$ cat config.mk
export PLATFORM = sky130hd
export DESIGN_NAME = auto_ranging_point_scaler
export DESIGN_NICKNAME = d
export VERILOG_FILES = /design/src/design/asp_pkg.sv /design/src/design/asp_div.sv /design/src/design/auto_ranging_point_scaler.sv
export SDC_FILE = /design/constraint.sdc
export NUM_CORES = 1
export LEC_CHECK = 0
export ABC_AREA = 1
export ABC_CLOCK_PERIOD_IN_PS = 10420
export BUFFER_PORTS_ARGS = -buffer_cell sky130_fd_sc_hd__buf_2
export CAP_MARGIN = 20
export CORE_ASPECT_RATIO = 0.8
export CORE_UTILIZATION = 48
export DETAILED_ROUTE_END_ITERATION = 7
export PLACE_DENSITY = 0.76
export RECOVER_POWER = 25
export SLEW_MARGIN = 20
export SYNTH_ARGS = -nofsm -noshare
export SYNTH_HDL_FRONTEND = slang
export SYNTH_HIERARCHICAL = 1
export SYNTH_SLANG_ARGS = --single-unit
$ cat constraint.sdc
create_clock -name clk -period 10.42 [get_ports clk]
set_input_delay 1.042 -clock clk [delete_from_list [all_inputs] [get_ports clk]]
set_output_delay 1.042 -clock clk [all_outputs]
set_load 0.03 [all_outputs]
$ cat src/design/asp_pkg.sv
// ----------------------------------------------------------------------------
// asp_pkg: shared types and constants for the auto-ranging point scaler
// Field widths, divider sizing, config register indexes, sequencer states.
// ----------------------------------------------------------------------------
package asp_pkg;

    localparam int COORD_BITS    = 12;
    localparam int OUT_BITS      = 12;
    localparam int DEN_BITS      = COORD_BITS + 1;
    localparam int PROD_BITS     = OUT_BITS + COORD_BITS;
    localparam int DIV_STEPS     = (PROD_BITS + 1) / 2;
    localparam int DIV_BITS      = 2 * DIV_STEPS;
    localparam int SIZE_STEPS    = (OUT_BITS + 1) / 2;
    localparam int SIZE_SHIFT    = DIV_BITS - 2 * SIZE_STEPS;
    localparam int CNT_BITS      = $clog2(DIV_STEPS + 1);
    localparam int CFG_DATA_BITS = OUT_BITS;

    localparam logic [OUT_BITS-1:0] OUT_SIZE_RESET = OUT_BITS'(256);

    localparam logic FUNC_MAP   = 1'b0;
    localparam logic FUNC_CLEAR = 1'b1;

    localparam logic AXIS_X = 1'b0;
    localparam logic AXIS_Y = 1'b1;

    typedef enum logic [1:0] {
        CFG_OUT_WIDTH  = 2'd0,
        CFG_OUT_HEIGHT = 2'd1,
        CFG_INVERT_X   = 2'd2,
        CFG_INVERT_Y   = 2'd3
    } cfg_index_t;

    typedef enum logic [2:0] {
        ST_IDLE,
        ST_SETUP,
        ST_MUL,
        ST_DIV_POS,
        ST_DIV_SIZE,
        ST_FINISH
    } state_t;

    typedef struct packed {
        logic start;
        logic short_run;
    } div_ctl_t;

endpackage

$ cat src/design/asp_div.sv
// ----------------------------------------------------------------------------
// asp_div: shared restoring divider, two quotient bits per cycle
// Full run covers the product dividend; short run covers an output size
// placed in the top bits. done pulses in the cycle after the last step.
// ----------------------------------------------------------------------------
module asp_div
(
    input  logic                             clk,
    input  logic                             rst_n,
    input  asp_pkg::div_ctl_t                ctl,
    input  logic [asp_pkg::DIV_BITS-1:0]     dividend,
    input  logic [asp_pkg::DEN_BITS-1:0]     divisor,
    output logic                             done,
    output logic [asp_pkg::OUT_BITS-1:0]     quotient
);
    import asp_pkg::*;

    logic [DIV_BITS-1:0] num_reg, num_next;
    logic [DEN_BITS-1:0] rem_reg, rem_next;
    logic [DEN_BITS-1:0] den_reg, den_next;
    logic [CNT_BITS-1:0] cnt_reg, cnt_next;
    logic                busy_reg, busy_next;
    logic                done_reg, done_next;
    logic [DEN_BITS:0]   step1, step2;

    function automatic logic [DEN_BITS:0] div_step(
        input logic [DEN_BITS-1:0] rem,
        input logic                bit_in,
        input logic [DEN_BITS-1:0] den
    );
        logic [DEN_BITS:0] t;
        logic [DEN_BITS:0] d;
        t = {rem, bit_in};
        d = {1'b0, den};
        if (t >= d)
        begin
            div_step = {1'b1, DEN_BITS'(t - d)};
        end
        else
        begin
            div_step = {1'b0, t[DEN_BITS-1:0]};
        end
    endfunction

    always_comb
    begin
        step1 = div_step(rem_reg, num_reg[DIV_BITS-1], den_reg);
        step2 = div_step(step1[DEN_BITS-1:0], num_reg[DIV_BITS-2], den_reg);

        num_next  = num_reg;
        rem_next  = rem_reg;
        den_next  = den_reg;
        cnt_next  = cnt_reg;
        busy_next = busy_reg;
        done_next = 1'b0;

        if (ctl.start)
        begin
            num_next  = dividend;
            rem_next  = '0;
            den_next  = divisor;
            cnt_next  = ctl.short_run ? CNT_BITS'(SIZE_STEPS) : CNT_BITS'(DIV_STEPS);
            busy_next = 1'b1;
        end
        else if (busy_reg)
        begin
            num_next = {num_reg[DIV_BITS-3:0], step1[DEN_BITS], step2[DEN_BITS]};
            rem_next = step2[DEN_BITS-1:0];
            cnt_next = cnt_reg - CNT_BITS'(1);
            if (cnt_reg == CNT_BITS'(1))
            begin
                busy_next = 1'b0;
                done_next = 1'b1;
            end
        end
    end

    always_ff @(posedge clk or negedge rst_n)
    begin
        if (!rst_n)
        begin
            cnt_reg  <= '0;
            busy_reg <= 1'b0;
            done_reg <= 1'b0;
        end
        else
        begin
            cnt_reg  <= cnt_next;
            busy_reg <= busy_next;
            done_reg <= done_next;
        end
    end

    always_ff @(posedge clk)
    begin
        num_reg <= num_next;
        rem_reg <= rem_next;
        den_reg <= den_next;
    end

    assign done     = done_reg;
    assign quotient = num_reg[OUT_BITS-1:0];

endmodule

$ cat src/design/auto_ranging_point_scaler.sv
// ----------------------------------------------------------------------------
// auto_ranging_point_scaler: running bounding box and cell mapping of points
// Tracks a box over incoming points and scales each point into an output cell.
// ----------------------------------------------------------------------------
// One item at a time. A mapped point passes, per axis, through a setup state,
// a multiply state, a full run of the shared two-bit-per-cycle divider for the
// corner and a short run for the cell size, then through a finish state that
// loads the output register once that register is free. A clear item or a
// point with a zero coordinate goes straight to the finish state. The result
// waits in an output register, so in_ready returns even while out_ready is
// low, as long as that register is free when the next result is done.
module auto_ranging_point_scaler
(
    input  logic                                clk,
    input  logic                                rst_n,
    input  logic                                cfg_wr_en,
    input  asp_pkg::cfg_index_t                 cfg_index,
    input  logic [asp_pkg::CFG_DATA_BITS-1:0]   cfg_data,
    input  logic                                in_valid,
    output logic                                in_ready,
    input  logic                                func,
    input  logic [asp_pkg::COORD_BITS-1:0]      x_coord,
    input  logic [asp_pkg::COORD_BITS-1:0]      y_coord,
    output logic                                out_valid,
    input  logic                                out_ready,
    output logic                                valid_res,
    output logic [asp_pkg::OUT_BITS-1:0]        cell_x,
    output logic [asp_pkg::OUT_BITS-1:0]        cell_y,
    output logic [asp_pkg::OUT_BITS-1:0]        cell_width,
    output logic [asp_pkg::OUT_BITS-1:0]        cell_height
);
    import asp_pkg::*;

    state_t state_reg, state_next;

    // configuration
    logic [OUT_BITS-1:0]   out_width_reg, out_height_reg;
    logic                  invert_x_reg, invert_y_reg;

    // bounding box
    logic                  box_known_reg, box_known_next;
    logic [COORD_BITS-1:0] min_x_reg, min_x_next, max_x_reg, max_x_next;
    logic [COORD_BITS-1:0] min_y_reg, min_y_next, max_y_reg, max_y_next;

    // work registers
    logic [COORD_BITS-1:0] x_reg, x_next, y_reg, y_next;
    logic                  axis_reg, axis_next;
    logic [COORD_BITS-1:0] pos_reg, pos_next;
    logic [DEN_BITS-1:0]   den_reg, den_next;
    logic                  vres_reg, vres_next;
    logic [OUT_BITS-1:0]   cx_reg, cx_next, cy_reg, cy_next;
    logic [OUT_BITS-1:0]   cw_reg, cw_next, ch_reg, ch_next;

    // output register
    logic                  out_valid_reg, out_valid_next;
    logic                  valid_res_reg;
    logic [OUT_BITS-1:0]   cell_x_reg, cell_y_reg, cell_width_reg, cell_height_reg;

    // datapath
    logic                  accept;
    logic                  point_ok;
    logic                  out_free;
    logic [COORD_BITS-1:0] c_sel, lo_sel, hi_sel;
    logic [COORD_BITS-1:0] span, off;
    logic [OUT_BITS-1:0]   out_sel;
    logic                  inv_sel;
    logic [PROD_BITS-1:0]  product;
    div_ctl_t              div_ctl;
    logic [DIV_BITS-1:0]   div_dividend;
    logic                  div_done;
    logic [OUT_BITS-1:0]   div_quot;

    assign accept   = in_valid && in_ready;
    assign point_ok = (func == FUNC_MAP) && (x_coord != '0) && (y_coord != '0);
    assign out_free = !out_valid_reg || out_ready;

    assign c_sel   = (axis_reg == AXIS_Y) ? y_reg          : x_reg;
    assign lo_sel  = (axis_reg == AXIS_Y) ? min_y_reg      : min_x_reg;
    assign hi_sel  = (axis_reg == AXIS_Y) ? max_y_reg      : max_x_reg;
    assign out_sel = (axis_reg == AXIS_Y) ? out_height_reg : out_width_reg;
    assign inv_sel = (axis_reg == AXIS_Y) ? invert_y_reg   : invert_x_reg;
    assign span    = hi_sel - lo_sel;
    assign off     = c_sel - lo_sel;
    assign product = PROD_BITS'(out_sel) * PROD_BITS'(pos_reg);

    asp_div u_div
    (
        .clk      (clk),
        .rst_n    (rst_n),
        .ctl      (div_ctl),
        .dividend (div_dividend),
        .divisor  (den_reg),
        .done     (div_done),
        .quotient (div_quot)
    );

    // next state
    always_comb
    begin
        state_next = state_reg;
        case (state_reg)
            ST_IDLE:
            begin
                if (in_valid)
                begin
                    state_next = point_ok ? ST_SETUP : ST_FINISH;
                end
            end
            ST_SETUP:    state_next = ST_MUL;
            ST_MUL:      state_next = ST_DIV_POS;
            ST_DIV_POS:
            begin
                if (div_done)
                begin
                    state_next = ST_DIV_SIZE;
                end
            end
            ST_DIV_SIZE:
            begin
                if (div_done)
                begin
                    state_next = (axis_reg == AXIS_X) ? ST_SETUP : ST_FINISH;
                end
            end
            ST_FINISH:
            begin
                if (out_free)
                begin
                    state_next = ST_IDLE;
                end
            end
            default:     state_next = ST_IDLE;
        endcase
    end

    // sequencer outputs
    always_comb
    begin
        in_ready          = 1'b0;
        div_ctl.start     = 1'b0;
        div_ctl.short_run = 1'b0;
        div_dividend      = DIV_BITS'(product);
        case (state_reg)
            ST_IDLE:
            begin
                in_ready = 1'b1;
            end
            ST_MUL:
            begin
                div_ctl.start = 1'b1;
            end
            ST_DIV_POS:
            begin
                div_ctl.start     = div_done;
                div_ctl.short_run = 1'b1;
                div_dividend      = DIV_BITS'(out_sel) << SIZE_SHIFT;
            end
            default:
            begin
                in_ready = 1'b0;
            end
        endcase
    end

    // datapath next values
    always_comb
    begin
        box_known_next = box_known_reg;
        min_x_next     = min_x_reg;
        max_x_next     = max_x_reg;
        min_y_next     = min_y_reg;
        max_y_next     = max_y_reg;
        x_next         = x_reg;
        y_next         = y_reg;
        axis_next      = axis_reg;
        pos_next       = pos_reg;
        den_next       = den_reg;
        vres_next      = vres_reg;
        cx_next        = cx_reg;
        cy_next        = cy_reg;
        cw_next        = cw_reg;
        ch_next        = ch_reg;
        out_valid_next = out_valid_reg && !out_ready;

        if (accept)
        begin
            x_next    = x_coord;
            y_next    = y_coord;
            axis_next = AXIS_X;
            vres_next = point_ok;
            cx_next   = '0;
            cy_next   = '0;
            cw_next   = '0;
            ch_next   = '0;
            if (func == FUNC_CLEAR)
            begin
                box_known_next = 1'b0;
                min_x_next     = '0;
                max_x_next     = '0;
                min_y_next     = '0;
                max_y_next     = '0;
            end
            else if (point_ok)
            begin
                box_known_next = 1'b1;
                if (!box_known_reg)
                begin
                    min_x_next = x_coord;
                    max_x_next = x_coord;
                    min_y_next = y_coord;
                    max_y_next = y_coord;
                end
                else
                begin
                    min_x_next = (x_coord < min_x_reg) ? x_coord : min_x_reg;
                    max_x_next = (x_coord > max_x_reg) ? x_coord : max_x_reg;
                    min_y_next = (y_coord < min_y_reg) ? y_coord : min_y_reg;
                    max_y_next = (y_coord > max_y_reg) ? y_coord : max_y_reg;
                end
            end
        end

        if (state_reg == ST_SETUP)
        begin
            pos_next = inv_sel ? (span - off) : off;
            den_next = DEN_BITS'(span) + DEN_BITS'(1);
        end

        if ((state_reg == ST_DIV_POS) && div_done)
        begin
            if (axis_reg == AXIS_Y)
            begin
                cy_next = div_quot;
            end
            else
            begin
                cx_next = div_quot;
            end
        end

        if ((state_reg == ST_DIV_SIZE) && div_done)
        begin
            if (axis_reg == AXIS_Y)
            begin
                ch_next = div_quot;
            end
            else
            begin
                cw_next   = div_quot;
                axis_next = AXIS_Y;
            end
        end

        if ((state_reg == ST_FINISH) && out_free)
        begin
            out_valid_next = 1'b1;
        end
    end

    always_ff @(posedge clk or negedge rst_n)
    begin
        if (!rst_n)
        begin
            state_reg      <= ST_IDLE;
            out_width_reg  <= OUT_SIZE_RESET;
            out_height_reg <= OUT_SIZE_RESET;
            invert_x_reg   <= 1'b0;
            invert_y_reg   <= 1'b0;
            box_known_reg  <= 1'b0;
            min_x_reg      <= '0;
            max_x_reg      <= '0;
            min_y_reg      <= '0;
            max_y_reg      <= '0;
            axis_reg       <= AXIS_X;
            out_valid_reg  <= 1'b0;
        end
        else
        begin
            state_reg     <= state_next;
            box_known_reg <= box_known_next;
            min_x_reg     <= min_x_next;
            max_x_reg     <= max_x_next;
            min_y_reg     <= min_y_next;
            max_y_reg     <= max_y_next;
            axis_reg      <= axis_next;
            out_valid_reg <= out_valid_next;
            if (cfg_wr_en)
            begin
                case (cfg_index)
                    CFG_OUT_WIDTH:  out_width_reg  <= cfg_data[OUT_BITS-1:0];
                    CFG_OUT_HEIGHT: out_height_reg <= cfg_data[OUT_BITS-1:0];
                    CFG_INVERT_X:   invert_x_reg   <= cfg_data[0];
                    CFG_INVERT_Y:   invert_y_reg   <= cfg_data[0];
                    default:        invert_y_reg   <= invert_y_reg;
                endcase
            end
        end
    end

    always_ff @(posedge clk)
    begin
        x_reg    <= x_next;
        y_reg    <= y_next;
        pos_reg  <= pos_next;
        den_reg  <= den_next;
        vres_reg <= vres_next;
        cx_reg   <= cx_next;
        cy_reg   <= cy_next;
        cw_reg   <= cw_next;
        ch_reg   <= ch_next;
        if ((state_reg == ST_FINISH) && out_free)
        begin
            valid_res_reg   <= vres_reg;
            cell_x_reg      <= cx_reg;
            cell_y_reg      <= cy_reg;
            cell_width_reg  <= cw_reg;
            cell_height_reg <= ch_reg;
        end
    end

    assign out_valid   = out_valid_reg;
    assign valid_res   = valid_res_reg;
    assign cell_x      = cell_x_reg;
    assign cell_y      = cell_y_reg;
    assign cell_width  = cell_width_reg;
    assign cell_height = cell_height_reg;

endmodule

==> flow_summary_export.csv, run 1 <==
group,metric,value,unit
outcome,status,"complete, but fails checks",
outcome,violations,"max-capacitance violations, max-slew violations",
synthesis,ys_warn_count,6,
floorplanning,die_h,188.3,um
hold_path,worstHoldStart,"den_reg[3]$_DFFE_PP_",
sta,worstMarginPinSlew,3707,ps
route,wl,56880,um
clock_network,cts_buffers,28,
floorplanning,initial_utilization,49.21,%
layout,seq_area,7461,sq um
sta,rsz0062_at_grt,"false",
setup_path,worstRegToRegCells,25,
route,via_per_inst,5.433,
route,remaining_drc_errors,0,
synthesis,syn_area,20830,sq um
clock_network,h-tree-depth,1,
setup_path,r2r-end,"u_div/num_reg[23]$_DFFE_PP_",
place,routabilityCongestion,1.029,
floorplanning,dieArea,44250,sq um
sta,max_freq,151.3,MHz
hold_path,hold_path.class,"register to register",
grt,grt_max_degree,75,
setup_path,worstPathMaxFanout,28,
synthesis,synth_edf_count,136,
layout,stdcell_count,3262,
place,io_buffers,94,
setup_path,startpoint_type,"register",
synthesis,ys.flop_type,"edfxtp_1",
layout,diodes,0,
setup_path,crit_family,"adder cells",
place,dp.cells,3210,
synthesis,synth-seq-cells,283,
clock_network,cts_setup_buffers,0,
floorplanning,dieWidth,234.9,um
layout,fin_nets,3007,
layout,syn2layout_area_growth,8.366,%
synthesis,synth_cell_types,48,
place,dpl.hpwl,44560,um
layout,largest_reg_flops,24,
floorplanning,ios,95,
setup_path,path_class,"register to register",
setup_path,critPathRequiredTime,10750,ps
route,dr.first_iter.drc_count,1824,
hold_path,hold_path_end,"u_div/den_reg[3]$_DFFE_PP_",
layout,multi_input_area,11340,sq um
setup_path,arrival,6940,ps
setup_path,regToRegStartpoint,"axis_reg$_DFF_PN0_",
grt,grt_pass1_wl,90250,um
sta,worst_clock_skew,13.97,ps
route,dr.pass1.iters,5,
route,wl_per_cell,17.44,um
setup_path,path_depth,25,
layout,layout-drive-gt1-share,6.052,%
setup_path,crit_slowest_cell,"fa_1",
synthesis,syn_inst,2637,
sta,finalMaxSlewViolations,66,
grt,grt.total_usage,25.56,%
setup_path,worst-r2r-setup-slack,3810,ps
grt,grt-ovfl-total,0,
synthesis,synthesis.nets,2956,
sta,maxSlewHeadroom,-147.1,%
clock_network,cts_root_buffer,"clkbuf_16",
synthesis,async_flop_share,30.39,%
layout,nFillCells,3939,
clock_network,cts_sinks,283,
route,final_antenna_net_count,0,
setup_path,max_stage_delay,560,ps
setup_path,crit_buf_inv,6,
sta,min_period,6610,ps
clock_network,clockBufferDepth,3,
clock_network,clk_latency,570,ps
sta,finalCritPeriodShare,63.43,%
synthesis,seq_area_frac_synth,35.81,%
hold_path,holdPathStages,0,
clock_network,cts_hold_buffers,0,
synthesis,synth.avg_cell_area,7.901,sq um
clock_network,cts_tree,"done",
sta,tns,0,ps
grt,first_global_vias,17087,
grt,antenna_found_initial,0,
run,max_cap_viol_count,1,
sta,setup_violations,0,
route,vias,17724,
clock_network,clk_pin_slew,70,ps
floorplanning,num_rows,67,
setup_path,critPathCaptureType,"register",
clock_network,postCtsResizedCells,0,
floorplanning,coreArea,42330,sq um
sta,hold_viol,0,
==> synth_stat cells (4+ instances only) <==
cell / count / area (sq um)
buf_1: 6 / 22.52
buf_4: 13 / 97.59
xor2_1: 27 / 236.5
nand3b_1: 6 / 45.04
xnor2_1: 22 / 192.7
o211ai_1: 4 / 30.03
buf_6: 4 / 45.04
a31oi_1: 8 / 50.05
nand4_1: 31 / 193.9
inv_1: 436 / 1637
dfxtp_1: 61 / 1221
clkbuf_1: 45 / 168.9
o21bai_1: 8 / 60.06
nand2_1: 738 / 2770
a21oi_1: 85 / 425.4
nor4_1: 5 / 31.28
fa_1: 105 / 2102
or2_2: 19 / 118.9
o21ai_1: 5 / 25.02
buf_2: 12 / 60.06
nor3_1: 11 / 55.05
ha_1: 170 / 2127
nor2_1: 174 / 653.1
dfrtp_1: 84 / 2102
o21ai_0: 161 / 805.8
nand3_1: 216 / 1081
edfxtp_1: 136 / 4084
a21o_1: 8 / 60.06
==> final cells by class <==
cell class | instances | share of cell area, %
Sequential cell | 283 | 33.05
Tap cell | 552 | 3.059
Timing Repair Buffer | 102 | 2.222
Clock inverter | 19 | 0.8147
Inverter | 442 | 7.349
Clock buffer | 33 | 3.292
Multi-Input combinational cell | 1831 | 50.22
==> cells by family (layout without fill, tap and decap cells) <==
kind of cell / after synthesis / after routing / synth area share [%]
AO/OA/AOI/OAI: 295 / 295 / 7.633
XOR/XNOR: 49 / 49 / 2.060
adder cells (fa/ha/maj): 275 / 275 / 20.30
buffers and inverters: 523 / 596 / 9.927
flip-flops: 283 / 283 / 35.81
multiplexers: 2 / 2 / 0.09609
AND/OR/NAND/NOR: 1210 / 1210 / 24.18
==> metrics by stage <==
stage / area [sq um] / setup WS (ps) / util [%] / hold slack, ps
final: 22580 / 3810 / 53.33 / 417.2
after global routing: 22580 / 3401 / 53.33 / 422.6
after CTS: 22610 / 3882 / 53.42 / 349.8
after detailed placement: 21690 / 3908 / 51.23 / 404.5
after global placement: 21670 / 4020 / 51.19 / 401.0
after floorplan: 20830 / 4865 / - / 400.3
==> layout by cell type (no fill, tap or decap), types with 3 or more instances in the layout <==
| cell | count |
|---|---|
| nand2_1 | 738 |
| inv_1 | 436 |
| nand3_1 | 216 |
| nor2_1 | 173 |
| ha_1 | 170 |
| o21ai_0 | 161 |
| edfxtp_1 | 136 |
| fa_1 | 105 |
| a21oi_1 | 83 |
| dfrtp_1 | 83 |
| buf_2 | 68 |
| dfxtp_1 | 61 |
| nand4_1 | 31 |
| clkbuf_1 | 29 |
| clkbuf_16 | 28 |
| xor2_1 | 27 |
| xnor2_1 | 22 |
| or2_2 | 19 |
| nor3_1 | 11 |
| a21o_1 | 8 |
| a31oi_1 | 8 |
| o21bai_1 | 8 |
| clkinv_1 | 7 |
| clkinv_2 | 7 |
| nand3b_1 | 6 |
| buf_4 | 6 |
| o21ai_1 | 5 |
| nor4_1 | 5 |
| o211ai_1 | 4 |
| inv_2 | 3 |
| o21a_1 | 3 |
| bufinv_16 | 3 |
| a21oi_2 | 3 |
| nand3_2 | 3 |
| o21ai_2 | 3 |
==> how the worst max path moves through the flow <==
stage | to | slack, ps | start
3_5_place_dp | u_div/num_reg[21]$_DFFE_PP_ | 3910 | axis_reg$_DFF_PN0_
2_1_floorplan | u_div/num_reg[17]$_DFFE_PP_ | 4870 | axis_reg$_DFF_PN0_
4_1_cts | u_div/num_reg[23]$_DFFE_PP_ | 3880 | axis_reg$_DFF_PN0_
5_1_grt | u_div/num_reg[23]$_DFFE_PP_ | 3400 | axis_reg$_DFF_PN0_
3_3_place_gp | u_div/num_reg[21]$_DFFE_PP_ | 4020 | axis_reg$_DFF_PN0_
6_report | u_div/num_reg[23]$_DFFE_PP_ | 3810 | axis_reg$_DFF_PN0_
==> layer usage <==
layer | vias up | GRT usage (%) | routed length [um]
met4 | 0 | 7.414 | 1629
met2 | 745 | 38.91 | 24430
met5 | - | 0 | 0
met3 | 108 | 5.333 | 5061
met1 | 8367 | 36.64 | 25760
li1 | 8504 | - | -
Power of run 1 is not shown: default switching activity piles up to over one toggle a cycle in this logic, so the estimate is an artifact.
==> run 2, diff against run 1 <==
--- a/config.mk
+++ b/config.mk
@@ -6,7 +6,7 @@
 export NUM_CORES = 1
 export LEC_CHECK = 0
 export ABC_AREA = 1
-export ABC_CLOCK_PERIOD_IN_PS = 10420
+export ABC_CLOCK_PERIOD_IN_PS = 6100
 export BUFFER_PORTS_ARGS = -buffer_cell sky130_fd_sc_hd__buf_2
 export CAP_MARGIN = 20
 export CORE_ASPECT_RATIO = 0.8
==> constraint.sdc (replaced) <==
create_clock -name clk -period 6.1 [get_ports clk]
set_input_delay 0.61 -clock clk [delete_from_list [all_inputs] [get_ports clk]]
set_output_delay 0.61 -clock clk [all_outputs]
set_load 0.03 [all_outputs]
==> run 2 against run 1 <==
Net effect: worst hold slack got worse by 130 ps; critical path depth unchanged; wire length increased by 0.53%; the flow still finishes with violations (max-capacitance violations, max-slew violations); worst setup slack got worse by 3600 ps; register-to-register slack got worse by 3600 ps; clock-buffer cell count increased by 8; sequential share of layout area decreased by 0.37 points; cell count increased by 0.89%; maximum frequency increased by 12%; utilization increased by 0.60 points; sequential cell count unchanged; critical path type unchanged.
==> flow_summary_export.csv, run 2 (same netlist as run 1, synthesis figures left out) <==
group,metric,value,unit
outcome,status,"complete, but fails checks",
layout,largest_reg_flops,24,
setup_path,startpoint_type,"register",
setup_path,arrival,6190,ps
setup_path,crit_buf_inv,6,
sta,tns,0,ps
grt,first_global_vias,17015,
route,wl,57180,um
run,max_cap_viol_count,1,
route,remaining_drc_errors,0,
sta,setup_violations,0,
grt,antenna_found_initial,0,
floorplanning,coreArea,42330,sq um
layout,layout-drive-gt1-share,7.521,%
clock_network,clk_pin_slew,70,ps
setup_path,worstRegToRegCells,25,
floorplanning,ios,95,
layout,diodes,0,
clock_network,clockBufferDepth,3,
setup_path,path_class,"register to register",
sta,finalMaxSlewViolations,26,
floorplanning,num_rows,67,
layout,final_cell_mix,"735 x nand2_1, 431 x inv_1, 216 x nand3_1, 171 x nor2_1, 168 x ha_1",
setup_path,worstPathMaxFanout,6,
clock_network,cts_tree,"done",
setup_path,worst-r2r-setup-slack,210,ps
clock_network,h-tree-depth,1,
route,dr.first_iter.drc_count,1818,
outcome,violations,"max-capacitance violations, max-slew violations",
hold_path,worstHoldStart,"cfg_data[8]",
place,routabilityCongestion,0.9418,
sta,finalCritPeriodShare,96.49,%
setup_path,critPathCaptureType,"register",
floorplanning,die_h,188.3,um
route,via_per_inst,5.393,
route,wl_per_cell,17.37,um
layout,layout_commonest_cell,"nand2_1",
setup_path,regToRegStartpoint,"axis_reg$_DFF_PN0_",
sta,worstMarginPinSlew,1965,ps
grt,grt_max_degree,64,
setup_path,path_common_cell,"nand2_1",
setup_path,max_stage_delay,540,ps
hold_path,holdPathStages,3,
layout,syn2layout_area_growth,9.579,%
place,dpl.hpwl,44640,um
floorplanning,dieArea,44250,sq um
grt,grt-ovfl-total,0,
place,io_buffers,94,
floorplanning,dieWidth,234.9,um
layout,fin_nets,3036,
route,dr.pass1.iters,6,
setup_path,crit_slowest_cell,"fa_1",
sta,hold_viol,0,
clock_network,cts_sinks,283,
sta,max_freq,169.9,MHz
clock_network,clk_latency,560,ps
route,final_antenna_net_count,0,
sta,min_period,5886,ps
hold_path,hold_path.class,"input pin to register",
grt,grt_pass1_wl,90800,um
sta,worst_clock_skew,17.79,ps
hold_path,hold_path_end,"out_width_reg[8]$_DFFE_PN1P_",
setup_path,critPathRequiredTime,6400,ps
sta,maxSlewHeadroom,-31.51,%
setup_path,crit_family,"adder cells",
floorplanning,initial_utilization,49.21,%
grt,grt.total_usage,25.65,%
clock_network,cts_buffers,28,
clock_network,cts_root_buffer,"clkbuf_16",
setup_path,r2r-end,"u_div/num_reg[23]$_DFFE_PP_",
route,vias,17747,
run 2: worst min-delay path, delay by kind of cell:
kind,cells,cell delay [ps]
AOI/OAI and AO/OA,1,80
buffers and inverters,2,140
run 2: layout make-up:
type / count / area (sq um)
Fill cell: 3915 / 19510
Multi-Input combinational cell: 1831 / 11370
Sequential cell: 283 / 7461
Inverter: 442 / 1670
Clock buffer: 41 / 830.8
Timing Repair Buffer: 130 / 715.7
Tap cell: 552 / 690.7
Clock inverter: 11 / 83.83
Timing Repair inverter: 1 / 7.507
run 2: worst max-delay path by stage:
stage / from / to / slack (ps) / depth (start not counted)
after global placement: axis_reg$_DFF_PN0_ / u_div/num_reg[22]$_DFFE_PP_ / 210 / 25
after floorplan: axis_reg$_DFF_PN0_ / u_div/num_reg[17]$_DFFE_PP_ / 550 / 26
after global routing: axis_reg$_DFF_PN0_ / u_div/num_reg[21]$_DFFE_PP_ / -30 / 25
after CTS: axis_reg$_DFF_PN0_ / u_div/num_reg[22]$_DFFE_PP_ / 60 / 25
after detailed placement: axis_reg$_DFF_PN0_ / u_div/num_reg[18]$_DFFE_PP_ / 90 / 25
final: axis_reg$_DFF_PN0_ / u_div/num_reg[23]$_DFFE_PP_ / 210 / 25
run 2: metal layers:
layer	share of wire [%]	vias up	global-route usage, %	routed length [um]
met1	46	8310	37.72	26510
met5	0	-	0	0
li1	-	8565	-	-
met4	2.7	0	6.807	1530
met3	8.3	96	4.058	4765
met2	43	776	39.20	24370
run 2: what timing repair did:
action,CTS,global route
hold endpoints to repair,24,0
hold buffers,1,0
resized for setup,0,28
buffers inserted,0,12
setup endpoints to repair,0,13
run 2: stage by stage:
stage	area, sq um	worst slack (ps)	hold WS (ps)	instances	util (%)
2_1_floorplan	20830	545.4	314.4	2637	-
3_3_place_gp	21790	210.4	402.3	3225	51.47
3_5_place_dp	21790	88.30	404.5	3225	51.48
4_1_cts	22720	61.64	257.5	3278	53.66
5_1_grt	22830	-27.05	304.7	3291	53.93
6_report	22830	214.2	286.4	3291	53.93
Power of run 2 is left out for the same reason.
==> run 3, diff against run 2 <==
--- a/config.mk
+++ b/config.mk
@@ -6,13 +6,13 @@
 export NUM_CORES = 1
 export LEC_CHECK = 0
 export ABC_AREA = 1
-export ABC_CLOCK_PERIOD_IN_PS = 6100
+export ABC_CLOCK_PERIOD_IN_PS = 6900
 export BUFFER_PORTS_ARGS = -buffer_cell sky130_fd_sc_hd__buf_2
 export CAP_MARGIN = 20
 export CORE_ASPECT_RATIO = 0.8
-export CORE_UTILIZATION = 48
+export CORE_UTILIZATION = 60
 export DETAILED_ROUTE_END_ITERATION = 7
-export PLACE_DENSITY = 0.76
+export PLACE_DENSITY = 0.79
 export RECOVER_POWER = 25
 export SLEW_MARGIN = 20
 export SYNTH_ARGS = -nofsm -noshare
==> constraint.sdc (replaced) <==
create_clock -name clk -period 6.9 [get_ports clk]
set_input_delay 0.69 -clock clk [delete_from_list [all_inputs] [get_ports clk]]
set_output_delay 0.69 -clock clk [all_outputs]
set_load 0.03 [all_outputs]
==> run 3 against run 2 <==
Net effect: cell count down 3.4%; the run still ends with max-capacitance violations, max-slew violations left; highest routed layer unchanged; critical endpoint unchanged; first-iteration DRC count is 1.2% higher; die area is 20% lower; sequential share of layout area increased by 0.53 points; global-route usage increased by 6.0 points; register-to-register slack better by 210 ps; maximum frequency decreased by 9.1%; wire length decreased by 2.9%; critical path depth unchanged; clock-buffer cell count decreased by 9.
==> flow_summary_export.csv, run 3 (same netlist as run 1, synthesis figures left out) <==
group,metric,value,unit
outcome,status,"complete, but fails checks",
outcome,violations,"max-capacitance violations, max-slew violations",
sta,worstMarginPinSlew,2054,ps
layout,largest_reg_flops,24,
clock_network,clockBufferDepth,3,
layout,nFillCells,2932,
route,remaining_drc_errors,0,
layout,diodes,0,
sta,finalMaxSlewViolations,26,
hold_path,hold_path.class,"input pin to register",
floorplanning,dieWidth,210.3,um
floorplanning,num_rows,60,
place,io_buffers,94,
clock_network,h-tree-depth,1,
grt,first_global_vias,16984,
setup_path,regToRegStartpoint,"axis_reg$_DFF_PN0_",
clock_network,clk_latency,560,ps
floorplanning,coreArea,33930,sq um
route,wl_met3,5040,um
clock_network,cts_sinks,283,
floorplanning,initial_utilization,61.40,%
sta,max_freq,154.5,MHz
clock_network,cts_buffers,28,
sta,hold_viol,0,
route,final_antenna_net_count,0,
sta,tns,0,ps
layout,seq_area,7461,sq um
floorplanning,ios,95,
layout,layout_commonest_cell,"nand2_1",
setup_path,arrival,6780,ps
clock_network,cts_tree,"done",
setup_path,critPathCaptureType,"register",
place,dpl.hpwl,43060,um
setup_path,r2r-end,"u_div/num_reg[23]$_DFFE_PP_",
sta,setup_violations,0,
sta,maxSlewHeadroom,-37.41,%
setup_path,worstPathMaxFanout,19,
setup_path,worstSetupStartpoint,"axis_reg$_DFF_PN0_",
layout,final_cell_mix,"738 x nand2_1, 436 x inv_1, 216 x nand3_1, 174 x nor2_1, 170 x ha_1",
layout,syn2layout_area_growth,7.843,%
layout,multi_input_area,11330,sq um
setup_path,worst-r2r-setup-slack,430,ps
layout,fin_nets,3010,
setup_path,critPathRequiredTime,7200,ps
grt,grt.total_usage,31.67,%
route,dr.pass1.iters,6,
floorplanning,die_h,168.7,um
setup_path,path_class,"register to register",
place,routabilityCongestion,0.9841,
sta,min_period,6474,ps
sta,worst_clock_skew,14.58,ps
sta,finalCritPeriodShare,93.83,%
setup_path,worstRegToRegCells,25,
run,max_cap_viol_count,1,
grt,grt_max_degree,76,
floorplanning,dieArea,35480,sq um
route,wl_met2,24570,um
grt,antenna_found_initial,0,
route,dr.first_iter.drc_count,1839,
route,top_layer_used,"met4",
sta,rsz0062_at_grt,"false",
grt,grt-ovfl-total,0,
clock_network,clk_pin_slew,60,ps
setup_path,startpoint_type,"register",
clock_network,cts_root_buffer,"clkbuf_16",
route,met1Wirelength,24360,um
grt,grt_pass1_wl,88560,um
route,via_per_inst,5.648,
layout,layout-drive-gt1-share,6.008,%
clock_network,cts_setup_buffers,0,
hold_path,holdPathStages,3,
hold_path,hold_path_end,"out_width_reg[8]$_DFFE_PN1P_",
route,wl,55540,um
route,vias,17948,
route,wl_per_cell,17.48,um
hold_path,worstHoldStart,"cfg_data[8]",
run 3: what timing repair did:
action	4_1_cts	5_1_grt
hold buffers	1	0
resized for setup	0	1
endpoints found under the hold margin	11	0
endpoints found under the setup margin	0	2
run 3: worst max-delay path, stage by stage (launching register included):
cell,delay (ps)
dfrtp_2,460
inv_1,160
buf_4,250
o21ai_0,540
clkinv_1,440
nand2_1,190
fa_1,400
inv_1,90
fa_1,450
fa_1,520
fa_1,540
inv_1,50
fa_1,520
inv_1,40
ha_1,390
nand2_1,140
nor2_1,240
inv_1,60
o21ai_0,150
nand2_1,90
nand3_1,70
nand2_1,50
nand3_1,70
o21ai_0,110
nand2_1,110
nand2_1,70
run 3: area by class of cell:
type	count	share of cell area [%]
clock buffer	32	3.280
clock inverter	20	0.7852
tap	465	2.590
sequential	283	33.21
timing repair buffer	105	2.322
multi-input combinational	1831	50.43
inverter	442	7.384
run 3: metrics by stage:
step	cells	setup slack (ps)	utilization, %	hold slack (ps)	area (sq um)
6_report	3178	425.8	66.21	373.1	22470
3_5_place_dp	3124	522.1	63.60	405.4	21580
4_1_cts	3177	487.0	66.32	348.9	22500
3_3_place_gp	3124	675.5	63.58	400.5	21580
5_1_grt	3178	12.99	66.21	393.4	22470
2_1_floorplan	2637	1345	-	394.4	20830
run 3: how the worst max path moves through the flow:
| stage | end | slack (ps) |
|---|---|---|
| finish | u_div/num_reg[23]$_DFFE_PP_ | 430 |
| global route | u_div/num_reg[23]$_DFFE_PP_ | 10 |
| CTS | u_div/num_reg[23]$_DFFE_PP_ | 490 |
| detailed placement | u_div/num_reg[23]$_DFFE_PP_ | 520 |
| global placement | u_div/num_reg[22]$_DFFE_PP_ | 680 |
| floorplan | u_div/num_reg[17]$_DFFE_PP_ | 1350 |
run 3: layer usage:
layer  vias up  global-route usage (%)
met4         0                   8.569
met3       115                   5.510
li1       8521                       -
met5         -                       0
met1      8447                   46.18
met2       865                   48.82
Power of run 3 is left out for the same reason.
